**src/design/view_rotation_accumulator_top_defines.svh**
```systemverilog
`ifndef VIEW_ROTATION_ACCUMULATOR_TOP_DEFINES_SVH
`define VIEW_ROTATION_ACCUMULATOR_TOP_DEFINES_SVH

// Same-cycle implication, checked on clk outside of reset.
`define VRA_ASSERT_NOW(lbl, ante, cons) \
  lbl: assert property (@(posedge clk) disable iff (!rst_n) (ante) |-> (cons)) \
    else $error("assertion failed");

// Next-cycle implication, checked on clk outside of reset.
`define VRA_ASSERT_NEXT(lbl, ante, cons) \
  lbl: assert property (@(posedge clk) disable iff (!rst_n) (ante) |=> (cons)) \
    else $error("assertion failed");

`endif

```
**src/design/vra_pkg.sv**
```systemverilog
`timescale 1ns / 1ps

package vra_pkg;

  typedef logic signed [15:0] q_t;
  typedef logic [2:0][2:0][15:0] mat_t;

  localparam int CFG_IDX_W = 3;
  localparam int CFG_DATA_W = 48;

  localparam logic [CFG_IDX_W-1:0] CFG_BASE_ROW0 = 3'd0;
  localparam logic [CFG_IDX_W-1:0] CFG_BASE_ROW1 = 3'd1;
  localparam logic [CFG_IDX_W-1:0] CFG_BASE_ROW2 = 3'd2;
  localparam logic [CFG_IDX_W-1:0] CFG_COS_STEP = 3'd3;
  localparam logic [CFG_IDX_W-1:0] CFG_SIN_STEP = 3'd4;

  localparam logic [1:0] DIR_LEFT = 2'd0;
  localparam logic [1:0] DIR_RIGHT = 2'd1;
  localparam logic [1:0] DIR_UP = 2'd2;
  localparam logic [1:0] DIR_DOWN = 2'd3;

  localparam logic [1:0] PH_ROT = 2'd0;
  localparam logic [1:0] PH_CONJ = 2'd1;
  localparam logic [1:0] PH_USER = 2'd2;

  typedef struct packed {
    logic load;
    logic mul;
    logic acc_first;
    logic acc;
    logic wr;
    logic commit;
    logic [1:0] phase;
    logic [1:0] i;
    logic [1:0] j;
    logic [1:0] k;
  } vra_cmd_t;

  function automatic q_t sat_neg(q_t v);
    q_t r;
    if (v == 16'sh8000) begin
      r = 16'sh7fff;
    end else begin
      r = -v;
    end
    return r;
  endfunction

  // One entry of the screen-space step rotation.
  function automatic q_t rv_entry(logic [1:0] dir, q_t c, q_t s_cfg, q_t one,
                                  logic [1:0] r, logic [1:0] col);
    q_t s;
    q_t ns;
    q_t e;
    s = (dir == DIR_RIGHT || dir == DIR_DOWN) ? s_cfg : sat_neg(s_cfg);
    ns = sat_neg(s);
    e = '0;
    if (dir == DIR_LEFT || dir == DIR_RIGHT) begin
      case ({r, col})
        4'b0000: e = c;
        4'b0001: e = ns;
        4'b0100: e = s;
        4'b0101: e = c;
        4'b1010: e = one;
        default: e = '0;
      endcase
    end else begin
      case ({r, col})
        4'b0000: e = one;
        4'b0101: e = c;
        4'b0110: e = ns;
        4'b1001: e = s;
        4'b1010: e = c;
        default: e = '0;
      endcase
    end
    return e;
  endfunction

endpackage

```
**src/design/vra_ctrl.sv**
```systemverilog
`timescale 1ns / 1ps

`include "view_rotation_accumulator_top_defines.svh"

module vra_ctrl import vra_pkg::*; (
  input  logic     clk,
  input  logic     rst_n,
  input  logic     in_valid,
  output logic     in_ready,
  output logic     out_valid,
  input  logic     out_ready,
  output vra_cmd_t cmd
);

  localparam logic [1:0] S_IDLE = 2'd0;
  localparam logic [1:0] S_RUN = 2'd1;
  localparam logic [1:0] S_DONE = 2'd2;

  logic [1:0] state_r, state_nxt;
  logic [1:0] phase_r, phase_nxt;
  logic [1:0] i_r, i_nxt;
  logic [1:0] j_r, j_nxt;
  logic [2:0] step_r, step_nxt;
  logic       out_valid_r, out_valid_nxt;
  logic       accept;
  logic       slot_free;

  assign in_ready = (state_r == S_IDLE);
  assign accept = in_valid && in_ready;
  assign out_valid = out_valid_r;
  assign slot_free = !out_valid_r || out_ready;

  always_comb begin
    state_nxt = state_r;
    phase_nxt = phase_r;
    i_nxt = i_r;
    j_nxt = j_r;
    step_nxt = step_r;
    out_valid_nxt = out_valid_r && !out_ready;
    cmd = '0;
    cmd.phase = phase_r;
    cmd.i = i_r;
    cmd.j = j_r;
    cmd.k = (step_r <= 3'd2) ? step_r[1:0] : 2'd0;
    case (state_r)
      S_IDLE: begin
        if (accept) begin
          cmd.load = 1'b1;
          state_nxt = S_RUN;
          phase_nxt = PH_ROT;
          i_nxt = 2'd0;
          j_nxt = 2'd0;
          step_nxt = 3'd0;
        end
      end
      S_RUN: begin
        cmd.mul = (step_r <= 3'd2);
        cmd.acc_first = (step_r == 3'd1);
        cmd.acc = (step_r == 3'd2) || (step_r == 3'd3);
        cmd.wr = (step_r == 3'd4);
        step_nxt = step_r + 3'd1;
        if (step_r == 3'd4) begin
          step_nxt = 3'd0;
          if (j_r == 2'd2) begin
            j_nxt = 2'd0;
            if (i_r == 2'd2) begin
              i_nxt = 2'd0;
              if (phase_r == PH_USER) begin
                state_nxt = S_DONE;
              end else begin
                phase_nxt = phase_r + 2'd1;
              end
            end else begin
              i_nxt = i_r + 2'd1;
            end
          end else begin
            j_nxt = j_r + 2'd1;
          end
        end
      end
      S_DONE: begin
        if (slot_free) begin
          cmd.commit = 1'b1;
          out_valid_nxt = 1'b1;
          state_nxt = S_IDLE;
        end
      end
      default: begin
        state_nxt = S_IDLE;
      end
    endcase
  end

  always_ff @(posedge clk) begin
    if (!rst_n) begin
      state_r <= S_IDLE;
      phase_r <= PH_ROT;
      i_r <= 2'd0;
      j_r <= 2'd0;
      step_r <= 3'd0;
      out_valid_r <= 1'b0;
    end else begin
      state_r <= state_nxt;
      phase_r <= phase_nxt;
      i_r <= i_nxt;
      j_r <= j_nxt;
      step_r <= step_nxt;
      out_valid_r <= out_valid_nxt;
    end
  end

  `VRA_ASSERT_NEXT(a_start_runs, accept, state_r == S_RUN)
  `VRA_ASSERT_NOW(a_busy_blocks_input, state_r != S_IDLE, !in_ready)
  `VRA_ASSERT_NOW(a_commit_slot_free, cmd.commit, slot_free)
  `VRA_ASSERT_NOW(a_step_range, state_r == S_RUN, step_r <= 3'd4 && phase_r <= PH_USER)

endmodule

```
**src/design/vra_dp.sv**
```systemverilog
`timescale 1ns / 1ps

module vra_dp import vra_pkg::*; #(
  parameter int FRAC_BITS = 14
) (
  input  logic                  clk,
  input  logic                  rst_n,
  input  vra_cmd_t              cmd,
  input  logic [1:0]            in_direction,
  input  logic                  cfg_we,
  input  logic [CFG_IDX_W-1:0]  cfg_index,
  input  logic [CFG_DATA_W-1:0] cfg_wdata,
  output mat_t                  u_mat
);

  localparam int ACC_W = 35;
  localparam q_t ONE = (FRAC_BITS >= 15) ? 16'sh7fff : q_t'(1 << FRAC_BITS);
  localparam logic signed [ACC_W-1:0] RND = ACC_W'(1) <<< (FRAC_BITS - 1);
  localparam mat_t U_IDENT = {16'h4000, 48'h0, 16'h4000, 48'h0, 16'h4000};

  logic [CFG_DATA_W-1:0]    base_r [0:2];
  q_t                       cos_r;
  q_t                       sin_r;
  mat_t                     u_r;
  mat_t                     t_r;
  mat_t                     w_r;
  logic [1:0]               dir_r;
  logic signed [31:0]       prod_r;
  logic signed [ACC_W-1:0]  acc_r;

  logic [1:0]               bcol;
  q_t                       bsel;
  q_t                       op_a;
  q_t                       op_b;
  logic signed [ACC_W-1:0]  rnd;
  logic signed [ACC_W-1:0]  shf;
  q_t                       res;

  assign bcol = (cmd.phase == PH_ROT) ? cmd.j : cmd.i;
  assign bsel = q_t'(base_r[cmd.k][{bcol, 4'b0000} +: 16]);

  always_comb begin
    case (cmd.phase)
      PH_ROT: begin
        op_a = rv_entry(dir_r, cos_r, sin_r, ONE, cmd.i, cmd.k);
        op_b = bsel;
      end
      PH_CONJ: begin
        op_a = bsel;
        op_b = q_t'(t_r[cmd.k][cmd.j]);
      end
      default: begin
        op_a = q_t'(w_r[cmd.i][cmd.k]);
        op_b = q_t'(u_r[cmd.k][cmd.j]);
      end
    endcase
  end

  assign rnd = acc_r + RND;
  assign shf = rnd >>> FRAC_BITS;

  always_comb begin
    if (shf > 35'sd32767) begin
      res = 16'sh7fff;
    end else if (shf < -35'sd32768) begin
      res = 16'sh8000;
    end else begin
      res = shf[15:0];
    end
  end

  always_ff @(posedge clk) begin
    if (cmd.load) begin
      dir_r <= in_direction;
    end
    if (cmd.mul) begin
      prod_r <= op_a * op_b;
    end
    if (cmd.acc_first) begin
      acc_r <= ACC_W'(prod_r);
    end else if (cmd.acc) begin
      acc_r <= acc_r + ACC_W'(prod_r);
    end
    if (cmd.wr) begin
      if (cmd.phase == PH_CONJ) begin
        w_r[cmd.i][cmd.j] <= res;
      end else begin
        t_r[cmd.i][cmd.j] <= res;
      end
    end
  end

  always_ff @(posedge clk) begin
    if (!rst_n) begin
      base_r[0] <= 48'd16384;
      base_r[1] <= 48'd16384 << 16;
      base_r[2] <= 48'd16384 << 32;
      cos_r <= 16'sd16364;
      sin_r <= 16'sd819;
      u_r <= U_IDENT;
    end else begin
      if (cfg_we) begin
        case (cfg_index)
          CFG_BASE_ROW0: base_r[0] <= cfg_wdata;
          CFG_BASE_ROW1: base_r[1] <= cfg_wdata;
          CFG_BASE_ROW2: base_r[2] <= cfg_wdata;
          CFG_COS_STEP:  cos_r <= cfg_wdata[15:0];
          CFG_SIN_STEP:  sin_r <= cfg_wdata[15:0];
          default: ;
        endcase
      end
      if (cmd.commit) begin
        u_r <= t_r;
      end
    end
  end

  assign u_mat = u_r;

endmodule

```
**src/design/view_rotation_accumulator_top.sv**
```systemverilog
`timescale 1ns / 1ps

// An accepted transaction runs three phases that compute 27 matrix entries in turn
// on one shared 16x16 multiplier; the result is then committed and out_valid raised once
// the output slot is free. A new transaction is accepted only after that commit.
// A new transaction is accepted while the previous result waits on out_ready.
// Reset (rst_n low, synchronous) loads the base matrix, step cosine and sine
// defaults and sets the user matrix to identity.

module view_rotation_accumulator_top import vra_pkg::*; #(
  parameter int FRAC_BITS = 14
) (
  input  logic                  clk,
  input  logic                  rst_n,
  input  logic                  in_valid,
  output logic                  in_ready,
  input  logic [1:0]            in_direction,
  output logic                  out_valid,
  input  logic                  out_ready,
  output logic signed [15:0]    out_u_r0c0,
  output logic signed [15:0]    out_u_r0c1,
  output logic signed [15:0]    out_u_r0c2,
  output logic signed [15:0]    out_u_r1c0,
  output logic signed [15:0]    out_u_r1c1,
  output logic signed [15:0]    out_u_r1c2,
  output logic signed [15:0]    out_u_r2c0,
  output logic signed [15:0]    out_u_r2c1,
  output logic signed [15:0]    out_u_r2c2,
  input  logic                  cfg_we,
  input  logic [CFG_IDX_W-1:0]  cfg_index,
  input  logic [CFG_DATA_W-1:0] cfg_wdata
);

  vra_cmd_t cmd;
  mat_t     u_mat;

  vra_ctrl u_ctrl (
    .clk       (clk),
    .rst_n     (rst_n),
    .in_valid  (in_valid),
    .in_ready  (in_ready),
    .out_valid (out_valid),
    .out_ready (out_ready),
    .cmd       (cmd)
  );

  vra_dp #(
    .FRAC_BITS (FRAC_BITS)
  ) u_dp (
    .clk          (clk),
    .rst_n        (rst_n),
    .cmd          (cmd),
    .in_direction (in_direction),
    .cfg_we       (cfg_we),
    .cfg_index    (cfg_index),
    .cfg_wdata    (cfg_wdata),
    .u_mat        (u_mat)
  );

  assign out_u_r0c0 = u_mat[0][0];
  assign out_u_r0c1 = u_mat[0][1];
  assign out_u_r0c2 = u_mat[0][2];
  assign out_u_r1c0 = u_mat[1][0];
  assign out_u_r1c1 = u_mat[1][1];
  assign out_u_r1c2 = u_mat[1][2];
  assign out_u_r2c0 = u_mat[2][0];
  assign out_u_r2c1 = u_mat[2][1];
  assign out_u_r2c2 = u_mat[2][2];

endmodule

```
**config.mk**
```make
export PLATFORM = sky130hd
export DESIGN_NAME = view_rotation_accumulator_top
export DESIGN_NICKNAME = d
export VERILOG_FILES = /design/src/design/vra_pkg.sv /design/src/design/vra_ctrl.sv /design/src/design/vra_dp.sv /design/src/design/view_rotation_accumulator_top.sv
export VERILOG_INCLUDE_DIRS = /design/src /design/src/design
export SDC_FILE = /design/constraint.sdc
export NUM_CORES = 2
export LEC_CHECK = 0
export ABC_AREA = 1
export ABC_CLOCK_PERIOD_IN_PS = 11700
export BUFFER_PORTS_ARGS = -buffer_cell sky130_fd_sc_hd__buf_2
export CAP_MARGIN = 10
export CORE_UTILIZATION = 35
export DETAILED_ROUTE_END_ITERATION = 10
export PLACE_DENSITY_LB_ADDON = 0.12
export RECOVER_POWER = 100
export SLEW_MARGIN = 5
export SYNTH_ARGS = -nofsm -noshare
export SYNTH_HDL_FRONTEND = slang
export SYNTH_HIERARCHICAL = 1
export SYNTH_SLANG_ARGS = --single-unit
export TNS_END_PERCENT = 30
```
**constraint.sdc**
```tcl
create_clock -name clk -period 11.7 [get_ports clk]
set_clock_uncertainty 0.15 [all_clocks]
set_input_delay 2.925 -clock clk [delete_from_list [all_inputs] [get_ports clk]]
set_output_delay 2.925 -clock clk [all_outputs]
set_load 0.01 [all_outputs]
```
==> impl.org <==
** Floorplan
- Area enclosed by the die boundary :: 122000 um2
- Die width :: 349 um
- For this configuration, the core starts out at a cell density of 35.5%.
- The die is 349 um tall.
- For this design the top-level I/O count stands at 204.
- Area of the core :: 119000 um2
- The initialized floorplan defines 126 standard-cell rows.

** Placement
- Half-perimeter wire length of the detailed placement result :: a little over 100 mm
- Routability Congestion :: approximately 0.87
- Worst Setup Slack post-DPL :: 1430 ps
- Instance area after placement :: about 45000 um2
- Count of input and output buffers :: roughly 200

** Worst setup path
- Reg2reg setup slack :: 960 ps
- Worst Path Class, Setup :: reg -> reg
- For the worst setup path, the data required time is roughly 12000 ps.
- CP max FO :: 20
- STA classifies the critical path startpoint as a flip-flop.
- Type of destination of the critical path :: flip-flop
- CP peak stage delay :: roughly 1000 ps
- STA puts the critical path data arrival time at 10990 ps.
- Critical-path cell with the highest stage delay :: clkbuf_1

** Status
- Outcome :: finished with violations
- Violated checks :: capacitance limit, slew limit

** Detailed routing
- Once detail routing completed, the nets flagged for antenna violations numbered 0.
- After detailed routing, the average wire length per cell comes to 22.3 um.
- For this block, the routed nets add up to 144 mm of wire.
- Dividing the detail-routed via count by the number of cells gives 5.15.
- Detailed Routing Iterations Pass 1 :: 5
- Routed vias :: 33.3k
- Starting DRT DRC Count :: between 2k and 3k
- Count of unresolved DRC violations after routing :: 0

** Yosys
- Synthesis produced a netlist with a net count of ~5.1k.
- Number of enable-type register cells in the synthesized netlist :: 501
- Of the synthesized area, sequential elements account for 44.7%.
- Syn Area/Cell :: 9.07 um2
- The synthesized netlist contains 53 unique library cells.
- Summing every instance area after synthesis gives 42100 um2.
- Counting every instance in the synthesized netlist gives 4644.
- In the synthesized netlist the async set-or-reset flop fraction comes to 0%.
- Commonest register cell after synthesis :: edfxtp_1
- The Yosys step of the flow raised 6 warnings.
- The synthesized design contains 689 register bits.

** Clock tree
- Total of hold buffers inserted after clock tree synthesis :: 0
- The clock passes through at most 3 buffers.
- Worst skew pair latency :: between 600 and 700 ps
- The number of setup buffers added after CTS is 0.
- Clock edge transition at the registers on the reported setup and hold paths :: 60 ps
- Once the clock tree was built, the resizer swapped 0 gates to a different size.
- TritonCTS created 80 clock buffers.
- The root buffer cell chosen for the clock tree is clkbuf_16.
- Number of H-tree levels :: 3
- Clock tree from TritonCTS :: built
- Sink Count :: around 690

** Final layout
- The area growth from synthesis to layout is 12.3%.
- Summing all flip-flop and latch instances after layout gives ~19000 um2.
- Final cell area excluding filler cells :: 47300 um2
- Final net count :: 5253
- Cells fill 39.8% of the core in the end.
- Inserted Diodes :: 0
- Filler Cells Inserted :: 12.0k
- The post-route netlist has 8.05% of its cells at a drive strength greater than 1.
- Area of the multi-input gates :: 20200 um2

** Global route
- Global routing used 23.7% of the available tracks across all layers.
- GR Overflow Total :: 0
- The number of antenna violations at the first check in global routing was 1.
- Number of global-route vias before repair :: between 30k and 40k
- Largest net degree at the start of global routing :: 116
- The first global-routing pass estimated between 200 and 250 mm of wire.

** STA
- After layout, the worst path uses 91.8% of the clock period.
- Final total negative setup slack :: 0 ps
- Fmax :: a little over 90 MHz
- Setup violations remaining at the end of the flow were counted as 0.
- Min Clock Period, post-route :: roughly 11000 ps
- Once routing completed, OpenROAD measured the worst setup slack at between 900 and 1000 ps.
- Hold Violations, Final :: 0
- Transition at the pin with the smallest max-transition slack :: 3340 ps
- RSZ-0062 raised after global routing :: no
- Final Slew Violations :: 660
- Slew Limit Headroom :: -123%

** Flow run
- Max_cap viols :: 22

** Hold path
- Hold WC Path Type :: reg -> reg
## cell families after synthesis
logic type,Yosys count,share of synthesized area [%]
buf+inv,790,7.35
fa+ha+maj,387,16.2
xor+xnor,59,1.23
compound gates,698,9.95
simple gates,2021,20.6
flops,689,44.7
## metrics by stage
step	instances	hold WS, ps
6_report	6471	332
5_1_grt	6471	368
4_1_cts	6471	343
3_5_place_dp	6326	341
3_3_place_gp	6326	333
2_1_floorplan	4644	311
## worst max-delay path, delay by kind of cell (launching register included)
| kind | cells | cell delay [ps] |
|---|---|---|
| fa+ha+maj | 7 | 3450 |
| buf+inv | 8 | 3140 |
| simple gates | 8 | 2730 |
| compound gates | 3 | 430 |
| flops | 1 | 350 |
| xor+xnor | 1 | 160 |
## worst paths after layout
| kind | start | to | depth (start not counted) |
|---|---|---|---|
| max | u_ctrl/phase_r[1] | u_dp/prod_r[29] | 27 |
| min | u_dp/t_r[88] | u_dp/u_mat[88] | 2 |
| min reg2reg | u_dp/t_r[88] | u_dp/u_mat[88] | 2 |
| max reg2reg | u_ctrl/phase_r[1] | u_dp/prod_r[29] | 27 |
## placed cells by master, fill, tap and decap left out, types with 55 or more instances in the layout
cell	n
a21oi_1	196
a22oi_1	73
buf_2	55
clkbuf_1	188
clkbuf_16	82
dfxtp_1	188
edfxtp_1	501
fa_1	264
ha_1	123
inv_1	578
nand2_1	925
nand3_1	226
nor2_1	641
o21ai_0	246
## cells in the mapped netlist, drive strengths merged, types with 73 or more instances
| library cell | n | share of area, % |
|---|---|---|
| edfxtp | 501 | 36 |
| a22oi | 73 | 1.3 |
| buf | 77 | 1.0 |
| inv | 596 | 5.3 |
| nand3 | 254 | 3.5 |
| dfxtp | 188 | 8.9 |
| nand2 | 959 | 8.9 |
| clkbuf | 113 | 1.0 |
| fa | 264 | 13 |
| a21oi | 197 | 2.3 |
| o21ai | 251 | 3.0 |
| ha | 123 | 3.7 |
| nor2 | 701 | 6.7 |
## flip-flops by register name, summed over array words and instances (netlist names)
| register | count |
|---|---|
| u_ctrl/j_r | 2 |
| u_dp/t_r | 144 |
| u_dp/sin_r | 16 |
| u_ctrl/state_r | 2 |
| u_dp/base_r | 144 |
| u_ctrl/step_r | 3 |
| u_ctrl/i_r | 2 |
| u_dp/cos_r | 16 |
| u_dp/dir_r | 2 |
| u_ctrl/out_valid | 1 |
| u_dp/acc_r | 35 |
| u_ctrl/phase_r | 2 |
| u_dp/u_mat | 144 |
| u_dp/w_r | 144 |
| u_dp/prod_r | 32 |
## final cells by class
type	count	share of cell area [%]
clock buffer	99	4.62
tap	1600	4.24
inverter	600	4.77
clock inverter	46	1.11
sequential	689	39.8
multi-input combinational	3165	42.8
timing repair buffer	272	2.69
## per-layer routing
metal	up-vias	routed length, um	GRT usage [%]
li1	15600	-	-
met1	16400	65600	33.8
met2	1054	66000	37.7
met3	182	9160	3.19
met4	0	3510	5.88
met5	-	0	0
Power is not shown: default switching activity piles up to over one toggle a cycle in this logic, so the estimate is an artifact.
